File: src/design/tttm_pkg.sv
// Shared types, constants and arithmetic helpers of the thermal trip threshold monitor.
package tttm_pkg;

  localparam int CODE_W     = 8;
  localparam int DEGC_IN_W  = 11;
  localparam int DEGC_OUT_W = 9;
  localparam int IDX_W      = 2;
  localparam int NUM_TRIPS  = 4;

  // Calibrated offset in millidegrees: 30000 - 702 * calibration code.
  localparam int OFFSET_W    = 20;
  localparam int SLOPE_MILLI = 702;
  localparam int CAL_MILLI   = 30000;
  localparam int PROD_W      = 18;

  // Signed millidegree width of a requested trip temperature after scaling.
  localparam int MILLI_W     = 22;

  // Reciprocal constants for exact division of narrow values by 1000 and 702.
  localparam int RECIP_SHIFT = 28;
  localparam int RECIP_W     = 37;
  localparam logic [RECIP_W-1:0] RECIP_1000 = 37'd268436;
  localparam logic [RECIP_W-1:0] RECIP_702  = 37'd382387;
  localparam int HALF_SCALE   = 500;
  localparam int HALF_SLOPE   = 351;
  localparam int CLAMP_LIMIT  = 256 * SLOPE_MILLI;

  // Configuration port.
  localparam int APB_ADDR_W = 3;
  localparam int APB_DATA_W = 32;
  localparam logic CFG_IDX_CAL = 1'b0;

  // Trip slots.
  localparam logic [IDX_W-1:0] TRIP_UPPER = 2'd1;
  localparam logic [IDX_W-1:0] TRIP_LOWER = 2'd2;
  localparam logic [CODE_W-1:0] TRIP_RESET [NUM_TRIPS] = '{8'hFF, 8'hDF, 8'h50, 8'h38};
  localparam logic [CODE_W-1:0] CODE_MAX = 8'hFF;

  typedef enum logic [1:0] {
    REQ_SAMPLE     = 2'd0,
    REQ_SET_TRIP   = 2'd1,
    REQ_SET_ENABLE = 2'd2,
    REQ_READ_TRIP  = 2'd3
  } req_kind_t;

  // One accepted request as held in the input register.
  typedef struct packed {
    req_kind_t                    kind;
    logic [CODE_W-1:0]            sensor_code;
    logic [IDX_W-1:0]             trip_index;
    logic signed [DEGC_IN_W-1:0]  temp_degc;
    logic                         trip_enable;
  } req_t;

  // Operation presented to the trip bank.
  typedef struct packed {
    req_kind_t         kind;
    logic [IDX_W-1:0]  idx;
    logic [CODE_W-1:0] new_code;
    logic              enable;
    logic [CODE_W-1:0] sensor_code;
  } bank_op_t;

  // Status returned by the trip bank for the current operation.
  typedef struct packed {
    logic [CODE_W-1:0] sel_code;
    logic              order_error;
    logic              upper_hit;
    logic              lower_hit;
  } bank_sts_t;

  // code * 702 as shifts and adds: 702 = 512 + 128 + 64 - 2.
  function automatic logic [PROD_W-1:0] code_times_slope(input logic [CODE_W-1:0] code);
    logic [PROD_W-1:0] c;
    c = PROD_W'(code);
    return (c << 9) + (c << 7) + (c << 6) - (c << 1);
  endfunction

endpackage

File: src/design/tttm_if.sv
// Request and response channel interfaces of the thermal trip threshold monitor.
interface tttm_req_if;
  logic                                   valid;
  logic                                   ready;
  logic [1:0]                             req_type;
  logic [tttm_pkg::CODE_W-1:0]            sensor_code;
  logic [tttm_pkg::IDX_W-1:0]             trip_index;
  logic signed [tttm_pkg::DEGC_IN_W-1:0]  temp_degc;
  logic                                   trip_enable;

  modport source (output valid, req_type, sensor_code, trip_index, temp_degc, trip_enable,
                  input ready);
  modport sink   (input valid, req_type, sensor_code, trip_index, temp_degc, trip_enable,
                  output ready);
endinterface

interface tttm_rsp_if;
  logic                                   valid;
  logic                                   ready;
  logic signed [tttm_pkg::DEGC_OUT_W-1:0] temp_out;
  logic                                   upper_hit;
  logic                                   lower_hit;
  logic                                   order_error;

  modport source (output valid, temp_out, upper_hit, lower_hit, order_error, input ready);
  modport sink   (input valid, temp_out, upper_hit, lower_hit, order_error, output ready);
endinterface

File: src/design/tttm_apb_regs.sv
// Configuration register file: calibration code and the derived conversion offset.
module tttm_apb_regs (
  input  logic                                  clk,
  input  logic                                  rst,
  input  logic                                  psel,
  input  logic                                  penable,
  input  logic                                  pwrite,
  input  logic [tttm_pkg::APB_ADDR_W-1:0]       paddr,
  input  logic [tttm_pkg::APB_DATA_W-1:0]       pwdata,
  output logic [tttm_pkg::APB_DATA_W-1:0]       prdata,
  output logic                                  pready,
  output logic signed [tttm_pkg::OFFSET_W-1:0]  cal_offset
);

  logic [tttm_pkg::CODE_W-1:0]  cal_code;
  logic                         wr_cal;
  logic [tttm_pkg::PROD_W-1:0]  wr_prod;
  logic signed [tttm_pkg::OFFSET_W-1:0] offset_next;

  assign pready = 1'b1;
  assign wr_cal = psel && penable && pwrite && (paddr[2] == tttm_pkg::CFG_IDX_CAL);

  // The offset is precomputed here so the request path sees a plain register.
  assign wr_prod     = tttm_pkg::code_times_slope(pwdata[tttm_pkg::CODE_W-1:0]);
  assign offset_next = tttm_pkg::OFFSET_W'(tttm_pkg::CAL_MILLI)
                       - $signed({2'b00, wr_prod});

  always_ff @(posedge clk) begin
    if (rst) begin
      cal_code   <= '0;
      cal_offset <= tttm_pkg::OFFSET_W'(tttm_pkg::CAL_MILLI);
    end else if (wr_cal) begin
      cal_code   <= pwdata[tttm_pkg::CODE_W-1:0];
      cal_offset <= offset_next;
    end
  end

  always_comb begin
    prdata = '0;
    if (paddr[2] == tttm_pkg::CFG_IDX_CAL) begin
      prdata = tttm_pkg::APB_DATA_W'(cal_code);
    end
  end

endmodule

File: src/design/tttm_convert.sv
// Code to degrees and degrees to code conversion, combinational.
module tttm_convert (
  input  logic [tttm_pkg::CODE_W-1:0]            code_in,
  input  logic signed [tttm_pkg::DEGC_IN_W-1:0]  degc_in,
  input  logic signed [tttm_pkg::OFFSET_W-1:0]   cal_offset,
  output logic signed [tttm_pkg::DEGC_OUT_W-1:0] degc_out,
  output logic [tttm_pkg::CODE_W-1:0]            code_out
);

  // Code to degrees: v = code*702 + offset, v/1000 rounded half away from zero.
  logic [tttm_pkg::PROD_W-1:0]           prod;
  logic signed [tttm_pkg::OFFSET_W-1:0]  v;
  logic signed [tttm_pkg::OFFSET_W-1:0]  v_neg;
  logic [tttm_pkg::PROD_W-1:0]           mag;
  logic [tttm_pkg::PROD_W-1:0]           mag_rnd;
  logic [tttm_pkg::RECIP_W-1:0]          q_prod;
  logic [tttm_pkg::CODE_W-1:0]           q;
  logic [tttm_pkg::DEGC_OUT_W-1:0]       q_ext;

  assign prod    = tttm_pkg::code_times_slope(code_in);
  assign v       = $signed({2'b00, prod}) + cal_offset;
  assign v_neg   = -v;
  assign mag     = v[tttm_pkg::OFFSET_W-1] ? v_neg[tttm_pkg::PROD_W-1:0]
                                           : v[tttm_pkg::PROD_W-1:0];
  assign mag_rnd = mag + tttm_pkg::PROD_W'(tttm_pkg::HALF_SCALE);
  assign q_prod  = tttm_pkg::RECIP_W'(mag_rnd) * tttm_pkg::RECIP_1000;
  assign q       = q_prod[tttm_pkg::RECIP_SHIFT +: tttm_pkg::CODE_W];
  assign q_ext   = tttm_pkg::DEGC_OUT_W'(q);
  assign degc_out = v[tttm_pkg::OFFSET_W-1] ? $signed(-q_ext) : $signed(q_ext);

  // Degrees to code: n = degc*1000 - offset + 351, n/702 clamped to 0..255.
  logic signed [tttm_pkg::MILLI_W-1:0] t_ext;
  logic signed [tttm_pkg::MILLI_W-1:0] t_milli;
  logic signed [tttm_pkg::MILLI_W-1:0] n;
  logic [tttm_pkg::RECIP_W-1:0] c_prod;

  assign t_ext   = tttm_pkg::MILLI_W'(degc_in);
  assign t_milli = (t_ext <<< 10) - (t_ext <<< 4) - (t_ext <<< 3);
  assign n       = t_milli - tttm_pkg::MILLI_W'(cal_offset)
                   + tttm_pkg::MILLI_W'(tttm_pkg::HALF_SLOPE);
  assign c_prod  = tttm_pkg::RECIP_W'(n[tttm_pkg::PROD_W-1:0]) * tttm_pkg::RECIP_702;

  always_comb begin
    if (n[tttm_pkg::MILLI_W-1] || n == '0) begin
      code_out = '0;
    end else if (n >= tttm_pkg::MILLI_W'(tttm_pkg::CLAMP_LIMIT)) begin
      code_out = tttm_pkg::CODE_MAX;
    end else begin
      code_out = c_prod[tttm_pkg::RECIP_SHIFT +: tttm_pkg::CODE_W];
    end
  end

endmodule

File: src/design/tttm_trip_bank.sv
// Trip codes and enables with the neighbour order check and sample hit detection.
module tttm_trip_bank (
  input  logic                clk,
  input  logic                rst,
  input  logic                fire,
  input  tttm_pkg::bank_op_t  op,
  output tttm_pkg::bank_sts_t sts
);

  logic [tttm_pkg::CODE_W-1:0] codes [tttm_pkg::NUM_TRIPS];
  logic [tttm_pkg::NUM_TRIPS-1:0] enabled;

  logic [tttm_pkg::CODE_W-1:0] lo_bound;
  logic [tttm_pkg::CODE_W-1:0] hi_bound;
  logic [tttm_pkg::CODE_W-1:0] chk_code;
  logic                        order_ok;

  // Nearest enabled neighbour on each side; a later match overrides an earlier one.
  always_comb begin
    lo_bound = '0;
    hi_bound = tttm_pkg::CODE_MAX;
    for (int k = tttm_pkg::NUM_TRIPS - 1; k >= 0; k--) begin
      if (k > int'(op.idx) && enabled[k]) begin
        lo_bound = codes[k];
      end
    end
    for (int k = 0; k < tttm_pkg::NUM_TRIPS; k++) begin
      if (k < int'(op.idx) && enabled[k]) begin
        hi_bound = codes[k];
      end
    end
  end

  assign chk_code = (op.kind == tttm_pkg::REQ_SET_TRIP) ? op.new_code : codes[op.idx];
  assign order_ok = (chk_code >= lo_bound) && (chk_code <= hi_bound);

  always_comb begin
    sts = '0;
    sts.sel_code = codes[op.idx];
    case (op.kind)
      tttm_pkg::REQ_SAMPLE: begin
        sts.upper_hit = enabled[tttm_pkg::TRIP_UPPER]
                        && (op.sensor_code >= codes[tttm_pkg::TRIP_UPPER]);
        sts.lower_hit = enabled[tttm_pkg::TRIP_LOWER]
                        && (op.sensor_code <= codes[tttm_pkg::TRIP_LOWER]);
      end
      tttm_pkg::REQ_SET_TRIP:   sts.order_error = !order_ok;
      tttm_pkg::REQ_SET_ENABLE: sts.order_error = op.enable && !order_ok;
      default: ;
    endcase
  end

  always_ff @(posedge clk) begin
    if (rst) begin
      for (int k = 0; k < tttm_pkg::NUM_TRIPS; k++) begin
        codes[k] <= tttm_pkg::TRIP_RESET[k];
      end
      enabled <= '0;
    end else if (fire) begin
      if (op.kind == tttm_pkg::REQ_SET_TRIP && order_ok) begin
        codes[op.idx] <= op.new_code;
      end
      if (op.kind == tttm_pkg::REQ_SET_ENABLE) begin
        if (!op.enable) begin
          enabled[op.idx] <= 1'b0;
        end else if (order_ok) begin
          enabled[op.idx] <= 1'b1;
        end
      end
    end
  end

  // Enabled trips always stay in non-increasing code order by index.
  logic order_intact;
  always_comb begin
    order_intact = 1'b1;
    for (int i = 0; i < tttm_pkg::NUM_TRIPS; i++) begin
      for (int j = 0; j < tttm_pkg::NUM_TRIPS; j++) begin
        if (i < j && enabled[i] && enabled[j] && codes[i] < codes[j]) begin
          order_intact = 1'b0;
        end
      end
    end
  end

  a_trip_order: assert property (@(posedge clk) disable iff (rst) order_intact)
    else $error("enabled trip codes out of order");

endmodule

File: src/design/thermal_trip_threshold_monitor.sv
// A request accepted into the input register has its response registered as it moves on.
// Throughput: one request per cycle unless the response stalls; the input register and the
// response register each hold one transaction, so a new request is taken while a
// response waits. Each request is converted, checked and applied as it moves on.
// Reset (rst, synchronous, active high) empties both stages, restores the default trip
// codes, disables every trip and clears the calibration code to zero.
module thermal_trip_threshold_monitor (
  input  logic                             clk,
  input  logic                             rst,
  tttm_req_if.sink                         req,
  tttm_rsp_if.source                       rsp,
  input  logic                             psel,
  input  logic                             penable,
  input  logic                             pwrite,
  input  logic [tttm_pkg::APB_ADDR_W-1:0]  paddr,
  input  logic [tttm_pkg::APB_DATA_W-1:0]  pwdata,
  output logic [tttm_pkg::APB_DATA_W-1:0]  prdata,
  output logic                             pready
);

  logic signed [tttm_pkg::OFFSET_W-1:0] cal_offset;

  // Calibration register and derived offset.
  tttm_apb_regs u_regs (
    .clk        (clk),
    .rst        (rst),
    .psel       (psel),
    .penable    (penable),
    .pwrite     (pwrite),
    .paddr      (paddr),
    .pwdata     (pwdata),
    .prdata     (prdata),
    .pready     (pready),
    .cal_offset (cal_offset)
  );

  // Input register. A transaction leaves it when the response register is free
  // or is being emptied in the same cycle; that move is also the moment the trip
  // state is updated, so every request sees the state its predecessors left.
  tttm_pkg::req_t s1_req;
  logic           s1_valid;
  logic           s1_move;
  logic           req_fire;
  logic           out_valid;

  assign s1_move   = s1_valid && (!out_valid || rsp.ready);
  assign req.ready = !s1_valid || s1_move;
  assign req_fire  = req.valid && req.ready;

  always_ff @(posedge clk) begin
    if (rst) begin
      s1_valid <= 1'b0;
    end else if (req_fire) begin
      s1_valid <= 1'b1;
    end else if (s1_move) begin
      s1_valid <= 1'b0;
    end
  end

  always_ff @(posedge clk) begin
    if (req_fire) begin
      s1_req.kind        <= tttm_pkg::req_kind_t'(req.req_type);
      s1_req.sensor_code <= req.sensor_code;
      s1_req.trip_index  <= req.trip_index;
      s1_req.temp_degc   <= req.temp_degc;
      s1_req.trip_enable <= req.trip_enable;
    end
  end

  // Trip bank and the shared conversion logic. A read request converts the
  // stored trip code; a sample converts the sensor code.
  tttm_pkg::bank_op_t  bank_op;
  tttm_pkg::bank_sts_t bank_sts;
  logic [tttm_pkg::CODE_W-1:0]            conv_code_in;
  logic [tttm_pkg::CODE_W-1:0]            conv_code_out;
  logic signed [tttm_pkg::DEGC_OUT_W-1:0] conv_degc;

  assign conv_code_in = (s1_req.kind == tttm_pkg::REQ_READ_TRIP) ? bank_sts.sel_code
                                                                 : s1_req.sensor_code;

  tttm_convert u_convert (
    .code_in    (conv_code_in),
    .degc_in    (s1_req.temp_degc),
    .cal_offset (cal_offset),
    .degc_out   (conv_degc),
    .code_out   (conv_code_out)
  );

  always_comb begin
    bank_op.kind        = s1_req.kind;
    bank_op.idx         = s1_req.trip_index;
    bank_op.new_code    = conv_code_out;
    bank_op.enable      = s1_req.trip_enable;
    bank_op.sensor_code = s1_req.sensor_code;
  end

  tttm_trip_bank u_bank (
    .clk  (clk),
    .rst  (rst),
    .fire (s1_move),
    .op   (bank_op),
    .sts  (bank_sts)
  );

  // Response register. Temperature is reported only for sample and read requests.
  logic signed [tttm_pkg::DEGC_OUT_W-1:0] temp_next;

  always_comb begin
    case (s1_req.kind) inside
      tttm_pkg::REQ_SAMPLE, tttm_pkg::REQ_READ_TRIP: temp_next = conv_degc;
      default:                                        temp_next = '0;
    endcase
  end

  always_ff @(posedge clk) begin
    if (rst) begin
      out_valid <= 1'b0;
    end else if (s1_move) begin
      out_valid <= 1'b1;
    end else if (rsp.ready) begin
      out_valid <= 1'b0;
    end
  end

  always_ff @(posedge clk) begin
    if (s1_move) begin
      rsp.temp_out    <= temp_next;
      rsp.upper_hit   <= bank_sts.upper_hit;
      rsp.lower_hit   <= bank_sts.lower_hit;
      rsp.order_error <= bank_sts.order_error;
    end
  end

  assign rsp.valid = out_valid;

  // A held request keeps its contents until it moves on.
  a_s1_hold: assert property (@(posedge clk) disable iff (rst)
    s1_valid && !s1_move |=> s1_valid && $stable(s1_req))
    else $error("input register lost or changed a waiting request");

  // Requests are refused only when both stages are full and the response is stalled.
  a_ready_cause: assert property (@(posedge clk) disable iff (rst)
    !req.ready |-> s1_valid && out_valid && !rsp.ready)
    else $error("request refused while a stage was free");

  // A rejected set or enable carries no temperature and no hits.
  a_error_clean: assert property (@(posedge clk) disable iff (rst)
    rsp.valid && rsp.order_error |->
      rsp.temp_out == '0 && !rsp.upper_hit && !rsp.lower_hit)
    else $error("order error response carries sample fields");

endmodule

File: src/flat_wrapper.sv
// flat-port wrapper written by rule: the top's interface ports become plain ports
module thermal_trip_threshold_monitor_flat 
  (clk, rst, psel, penable, pwrite, paddr, pwdata, prdata, pready, req_valid, req_req_type, req_sensor_code, req_trip_index, req_temp_degc, req_trip_enable, req_ready, rsp_valid, rsp_temp_out, rsp_upper_hit, rsp_lower_hit, rsp_order_error, rsp_ready);
  tttm_req_if req_i ();
  tttm_rsp_if rsp_i ();
  input  logic clk;
  input  logic rst;
  input  logic psel;
  input  logic penable;
  input  logic pwrite;
  input  logic [tttm_pkg::APB_ADDR_W-1:0] paddr;
  input  logic [tttm_pkg::APB_DATA_W-1:0] pwdata;
  output logic [tttm_pkg::APB_DATA_W-1:0] prdata;
  output logic pready;
  input wire logic [$bits(req_i.valid)-1:0] req_valid;
  input wire logic [$bits(req_i.req_type)-1:0] req_req_type;
  input wire logic [$bits(req_i.sensor_code)-1:0] req_sensor_code;
  input wire logic [$bits(req_i.trip_index)-1:0] req_trip_index;
  input wire logic [$bits(req_i.temp_degc)-1:0] req_temp_degc;
  input wire logic [$bits(req_i.trip_enable)-1:0] req_trip_enable;
  output wire logic [$bits(req_i.ready)-1:0] req_ready;
  output wire logic [$bits(rsp_i.valid)-1:0] rsp_valid;
  output wire logic [$bits(rsp_i.temp_out)-1:0] rsp_temp_out;
  output wire logic [$bits(rsp_i.upper_hit)-1:0] rsp_upper_hit;
  output wire logic [$bits(rsp_i.lower_hit)-1:0] rsp_lower_hit;
  output wire logic [$bits(rsp_i.order_error)-1:0] rsp_order_error;
  input wire logic [$bits(rsp_i.ready)-1:0] rsp_ready;
  assign req_i.valid = req_valid;
  assign req_i.req_type = req_req_type;
  assign req_i.sensor_code = req_sensor_code;
  assign req_i.trip_index = req_trip_index;
  assign req_i.temp_degc = req_temp_degc;
  assign req_i.trip_enable = req_trip_enable;
  assign req_ready = req_i.ready;
  assign rsp_valid = rsp_i.valid;
  assign rsp_temp_out = rsp_i.temp_out;
  assign rsp_upper_hit = rsp_i.upper_hit;
  assign rsp_lower_hit = rsp_i.lower_hit;
  assign rsp_order_error = rsp_i.order_error;
  assign rsp_i.ready = rsp_ready;
  thermal_trip_threshold_monitor u_core (.clk(clk), .rst(rst), .req(req_i), .rsp(rsp_i), .psel(psel), .penable(penable), .pwrite(pwrite), .paddr(paddr), .pwdata(pwdata), .prdata(prdata), .pready(pready));
endmodule
File: config.mk
export PLATFORM = sky130hd
export DESIGN_NAME = thermal_trip_threshold_monitor_flat
export DESIGN_NICKNAME = d
export VERILOG_FILES = /design/src/design/tttm_pkg.sv /design/src/design/tttm_if.sv /design/src/design/tttm_apb_regs.sv /design/src/design/tttm_convert.sv /design/src/design/tttm_trip_bank.sv /design/src/design/thermal_trip_threshold_monitor.sv /design/src/flat_wrapper.sv
export SDC_FILE = /design/constraint.sdc
export NUM_CORES = 1
export LEC_CHECK = 0
export BUFFER_PORTS_ARGS = -buffer_cell sky130_fd_sc_hd__buf_2
export CAP_MARGIN = 40
export CELL_PAD_IN_SITES_DETAIL_PLACEMENT = 1
export CELL_PAD_IN_SITES_GLOBAL_PLACEMENT = 2
export CORE_MARGIN = 3
export CORE_UTILIZATION = 30
export CTS_CLUSTER_DIAMETER = 150
export DETAILED_ROUTE_END_ITERATION = 10
export PLACE_DENSITY_LB_ADDON = 0.25
export RECOVER_POWER = 100
export SYNTH_ARGS = -nofsm -noshare
export SYNTH_HDL_FRONTEND = slang
export SYNTH_SLANG_ARGS = --single-unit
File: constraint.sdc
create_clock -name clk -period 15.6 [get_ports clk]
set_clock_uncertainty 0.15 [all_clocks]
set_input_delay 1.56 -clock clk [delete_from_list [all_inputs] [get_ports clk]]
set_output_delay 1.56 -clock clk [all_outputs]
set_load 0.005 [all_outputs]
==> impl_metrics.csv, run 1 <==
group,metric,value,unit
status,violations,"capacitance limit, slew limit",
route,postRouteAntennaNets,0,
floorplan,dieWidth,268,um
grt,antenna_found_initial,0,
floorplan,rows,95,
critical_path,cp-end-kind,"register",
sta,fmaxAchievable,71.1,MHz
sta,fin_crit,14.07,ns
grt,grt_max_degree,40,
sta,worst_pin_slew,2.15,ns
sta,fin_crit_sh,90.2,%
critical_path,crit_slowest_cell,"dfxtp_1",
critical_path,critPathLaunchType,"register",
route,drt_iter0_drc,449,
sta,relSlewSlack,-43.4,%
sta,drv_slew,67,
final_layout,fillers,7926,
clocking,clockBufferDepth,2,
status,status,"finished with violations",
clocking,cts_buffers,9,
placement,dp_cells,3136,
critical_path,slowest_delay,0.66,ns
hold_path,hold_class,"reg -> reg",
placement,port-buffer-count,61,
synthesis,syn_inst,2213,
clocking,postCtsHoldBufs,0,
clocking,cts_root_buffer,"clkbuf_16",
clocking,path_clk_slew,0.08,ns
route,routed-via-count,15200,
synthesis,yosysTopAreaCellShare,24.4,%
critical_path,critPathArrivalTime,14.02,ns
floorplan,start_util,30.4,%
synthesis,synth_top_cell_by_area,"ha_1",
final_layout,final_net_count,2954,
critical_path,crit_fanout,8,
placement,dp_hpwl,49400,um
synthesis,yosysMostFrequentCell,"inv_1",
final_layout,finalNonFillerCells,3153,
critical_path,crit_required,15.56,ns
synthesis,ys_types,104,
clocking,post_cts_buffers,0,
route,drcViolationCount,0,
placement,gp_congestion,0.841,
critical_path,path_class,"reg -> reg",
grt,gr-total-overflow,0,
synthesis,synth_warnings,0,
clocking,cts_resized,0,
sta,setup_viol,0,
grt,grt_pass1_vias,16700,
run,drv_cap,2,
synthesis,synth_area_leaders,"ha_1, fa_1, edfxtp_1",
synthesis,yosys_most_used_dff,"edfxtp_1",
synthesis,synth_seq_cells,101,
synthesis,syn_area,20500,um^2
clocking,cts.sinks,101,
clocking,htree_num_levels,3,
sta,tns,0,ns
floorplan,coreArea,67500,um^2
synthesis,avgSynthCellArea,9.27,um^2
synthesis,postSynth.asyncResetShare,0,%
route,drt-pass1-iter-count,5,
sta,whs,0.312,ns
floorplan,io_pins,113,
route,wl_per_cell,17.8,um
synthesis,yosysSeqAreaShare,13.2,%
sta,rsz0062_at_grt,"no",
clocking,cts_tree,"done",
final_layout,areaGrowthSynthToFinish,7.71,%
floorplan,die_h,268,um
grt,grt_usage,16.1,%
final_layout,layout-drive-gt1-share,6.01,%
synthesis,synth_common_cells,"inv_1, ha_1, fa_1",
synthesis,synth_edf_count,68,
floorplan,die_area,71600,um^2
route,via_per_inst,4.83,
critical_path,cpMostUsedCell,"ha_1",
clocking,clk_latency,0.37,ns
route,routed_wl,56000,um
grt,grt_pass1_wl,91600,um
sta,finalHoldViolations,0,
final timing paths:
kind / cells past startpoint / endpoint / startpoint / slack [ns]
setup reg to reg: 52 / u_core.rsp.temp_out[6]$_SDFFCE_PP0P_ / register / 1.53
hold reg to reg: 2 / u_core.u_regs.cal_code[7]$_SDFFE_PP0P_ / u_core.u_regs.cal_code[7]$_SDFFE_PP0P_ / 0.31
setup / recovery: 52 / u_core.rsp.temp_out[6]$_SDFFCE_PP0P_ / register / 1.53
hold / removal: 2 / u_core.u_regs.cal_code[7]$_SDFFE_PP0P_ / u_core.u_regs.cal_code[7]$_SDFFE_PP0P_ / 0.31
metal layers:
metal  vias up  track usage (%)  wire (um)
met1      7609             22.5      28000
li1       7484                -          -
met5         -                0          0
met4         0             1.90        396
met2       110             27.9      26800
met3        19             1.44        804
worst max-delay path, delay by kind of cell (launching register included):
| family | cells | cell delay [ns] |
|---|---|---|
| flip-flops | 1 | 0.66 |
| adder cells (fa/ha/maj) | 10 | 3.69 |
| XOR/XNOR | 5 | 1.10 |
| AO/OA/AOI/OAI | 18 | 3.96 |
| multiplexers | 3 | 1.33 |
| AND/OR/NAND/NOR | 12 | 2.27 |
| buffers and inverters | 4 | 0.64 |
sequential cells by signal (all words and copies together), names as in the netlist, named ones only:
| signal | cells |
|---|---|
| u_core.rsp.temp_out | 9 |
| u_core.u_bank.codes | 32 |
| u_core.rsp.upper_hit | 1 |
| u_core.u_regs.cal_offset | 18 |
| u_core.bank_op | 13 |
| u_core.rsp.lower_hit | 1 |
| u_core.rsp.order_error | 1 |
| u_core.s1_req | 11 |
| u_core.s1_valid | 1 |
| u_core.u_regs.cal_code | 7 |
| u_core.rsp.valid | 1 |
cells by family after synthesis:
logic type	synth area share, %
AND/OR/NAND/NOR	10.9
XOR/XNOR	5.52
adder cells (fa/ha/maj)	45.3
AO/OA/AOI/OAI	13.8
multiplexers	1.72
flip-flops	13.2
other	0.0366
buffers and inverters	9.58
stage by stage:
| stage | utilization (%) | cell area, um^2 | setup slack [ns] |
|---|---|---|---|
| after detailed placement | 32.4 | 21900 | 1.71 |
| after floorplan | - | 20600 | 2.86 |
| after global placement | 32.3 | 21800 | 1.78 |
| after global routing | 32.7 | 22100 | 0.338 |
| after CTS | 32.8 | 22100 | 1.63 |
| final | 32.7 | 22100 | 1.53 |
area by class of cell:
type	count	area, um^2	share of cell area (%)
well taps	873	1090	4.94
clock buffers	10	229	1.04
multi-input cells	1641	15900	72.1
clock inverters	6	63.8	0.289
diodes	1	2.50	0.0113
flip-flops and latches	101	2700	12.2
repair buffers	84	434	1.96
inverters	437	1640	7.42
placed cells by master, fill, tap and decap left out, drive strengths merged, types with 10 or more instances in the layout:
cell	count
inv	439
and3	10
nand3	33
and2	15
nand2b	22
nor3	20
clkbuf	43
xor2	45
nor2b	31
a21o	38
o22ai	12
a21oi	113
nand2	132
mux2i	15
a31oi	13
edfxtp	68
a211o	14
xnor2	80
conb	25
o21ai	73
a211oi	22
fa	214
nor2	126
ha	400
or2	14
o21a	15
buf	51
o21bai	18
o211ai	10
dfxtp	33
Power of run 1 is left out: the tool's default activity adds up to more than one toggle a clock period on the data nets, which glitch-free logic cannot reach.
==> run 2, diff against run 1 <==
--- a/config.mk
+++ b/config.mk
@@ -13,7 +13,7 @@
 export CORE_UTILIZATION = 30
 export CTS_CLUSTER_DIAMETER = 150
 export DETAILED_ROUTE_END_ITERATION = 10
-export PLACE_DENSITY_LB_ADDON = 0.25
+export PLACE_DENSITY = 0.67
 export RECOVER_POWER = 100
 export SYNTH_ARGS = -nofsm -noshare
 export SYNTH_HDL_FRONTEND = slang
==> impl_metrics.csv, run 2 (same netlist as run 1, synthesis figures left out) <==
group,metric,value,unit
final_layout,final_net_count,2956,
hold_path,min_delay_path_depth,2,
critical_path,reg2reg_slack,1.55,ns
clocking,cts_resized,0,
sta,fmaxAchievable,71.2,MHz
route,drt_iter0_drc,568,
clocking,post_cts_buffers,0,
clocking,cts_root_buffer,"clkbuf_16",
run,drv_cap,2,
sta,fin_crit,14.05,ns
sta,tns,0,ns
floorplan,die_area,71600,um^2
clocking,clockBufferDepth,2,
status,status,"finished with violations",
clocking,cts_buffers,9,
clocking,cts_tree,"done",
sta,whs,0.316,ns
route,wl_per_cell,17.5,um
critical_path,r2r_cells,55,
critical_path,crit_slowest_cell,"dfxtp_1",
floorplan,start_util,30.4,%
route,routed-via-count,15200,
grt,grt_pass1_wl,90800,um
critical_path,crit_fanout,18,
floorplan,die_h,268,um
placement,dp_cells,3138,
status,violations,"capacitance limit, slew limit",
route,drcViolationCount,0,
critical_path,critPathLaunchType,"register",
final_layout,antennaDiodeCount,0,
final_layout,largest_reg_flops,32,
grt,gr-total-overflow,0,
final_layout,finalNonFillerCells,3154,
final_layout,final_common_cell,"inv_1",
critical_path,critPathTopFamily,"adder cells",
route,routed_wl,55100,um
final_layout,mostFrequentLayoutCells,"inv_1, ha_1, fa_1",
route,postRouteAntennaNets,0,
sta,rsz0062_at_grt,"no",
final_layout,top_register,"u_core.u_bank.codes",
critical_path,r2r_end,"u_core.rsp.temp_out[6]$_SDFFCE_PP0P_",
sta,drv_slew,67,
route,drt-pass1-iter-count,4,
sta,finalHoldViolations,0,
critical_path,critPathArrivalTime,14.01,ns
critical_path,crit_required,15.56,ns
sta,relSlewSlack,-40.0,%
sta,fin_crit_sh,90.1,%
clocking,htree_num_levels,3,
grt,grt_usage,16.0,%
critical_path,path_class,"reg -> reg",
grt,grt_pass1_vias,16700,
hold_path,hp-start,"u_core.u_regs.cal_code[7]$_SDFFE_PP0P_",
clocking,path_clk_slew,0.09,ns
final_layout,layout-drive-gt1-share,6.05,%
floorplan,dieWidth,268,um
hold_path,hold_class,"reg -> reg",
clocking,cts.sinks,101,
hold_path,hold_end,"u_core.u_regs.cal_code[7]$_SDFFE_PP0P_",
clocking,clk_latency,0.38,ns
sta,setup_viol,0,
floorplan,rows,95,
grt,grt_max_degree,40,
grt,antenna_found_initial,0,
critical_path,worstPathBufferInverterCount,10,
critical_path,slowest_delay,0.68,ns
placement,gp_congestion,0.842,
floorplan,coreArea,67500,um^2
placement,port-buffer-count,61,
critical_path,cp-end-kind,"register",
floorplan,io_pins,113,
route,via_per_inst,4.83,
sta,worst_pin_slew,2.10,ns
clocking,postCtsHoldBufs,0,
placement,dp_hpwl,48400,um
final_layout,areaGrowthSynthToFinish,7.73,%
[run 2: final cells by class]
cell class | count | area, um^2
clock inverter | 6 | 63.8
inverter | 437 | 1640
fill | 7968 | 45400
clock buffer | 10 | 229
sequential | 101 | 2700
tap | 873 | 1090
multi-input combinational | 1641 | 15900
timing repair buffer | 86 | 447
[run 2: worst reg2reg max path, delay by kind of cell (launching register included)]
kind | cells | cell delay, ns
DFF | 1 | 0.68
adders and majority gates | 11 | 4.02
AOI/OAI and AO/OA | 17 | 3.48
muxes | 2 | 1.09
xor gates and xnor gates | 5 | 1.23
and+or+nand+nor | 10 | 1.97
buffers and inverters | 10 | 1.17
[run 2: per-layer routing]
metal | global-route usage, % | vias up | wire length (um)
li1 | - | 7504 | -
met1 | 21.9 | 7558 | 26800
met2 | 27.8 | 145 | 26800
met3 | 1.84 | 22 | 1160
met4 | 1.87 | 0 | 411
met5 | 0 | - | 0
[run 2: how the worst max path moves through the flow]
stage                                                       to  slack [ns]  cells after the start
after floorplan           u_core.rsp.temp_out[6]$_SDFFCE_PP0P_        2.86                     51
after global placement    u_core.rsp.temp_out[6]$_SDFFCE_PP0P_        1.67                     56
after detailed placement  u_core.rsp.temp_out[6]$_SDFFCE_PP0P_        1.65                     55
after CTS                 u_core.rsp.temp_out[6]$_SDFFCE_PP0P_        1.61                     55
after global routing      u_core.rsp.temp_out[6]$_SDFFCE_PP0P_        0.28                     56
final                     u_core.rsp.temp_out[6]$_SDFFCE_PP0P_        1.55                     55
[run 2: per-stage QoR]
| stage | util [%] | worst slack [ns] | cell area (um^2) |
|---|---|---|---|
| final | 32.7 | 1.55 | 22100 |
| after global routing | 32.7 | 0.279 | 22100 |
| after CTS | 32.8 | 1.61 | 22200 |
| after detailed placement | 32.4 | 1.65 | 21900 |
| after global placement | 32.3 | 1.67 | 21800 |
| after floorplan | - | 2.86 | 20600 |
Power of run 2 is left out for the same reason.
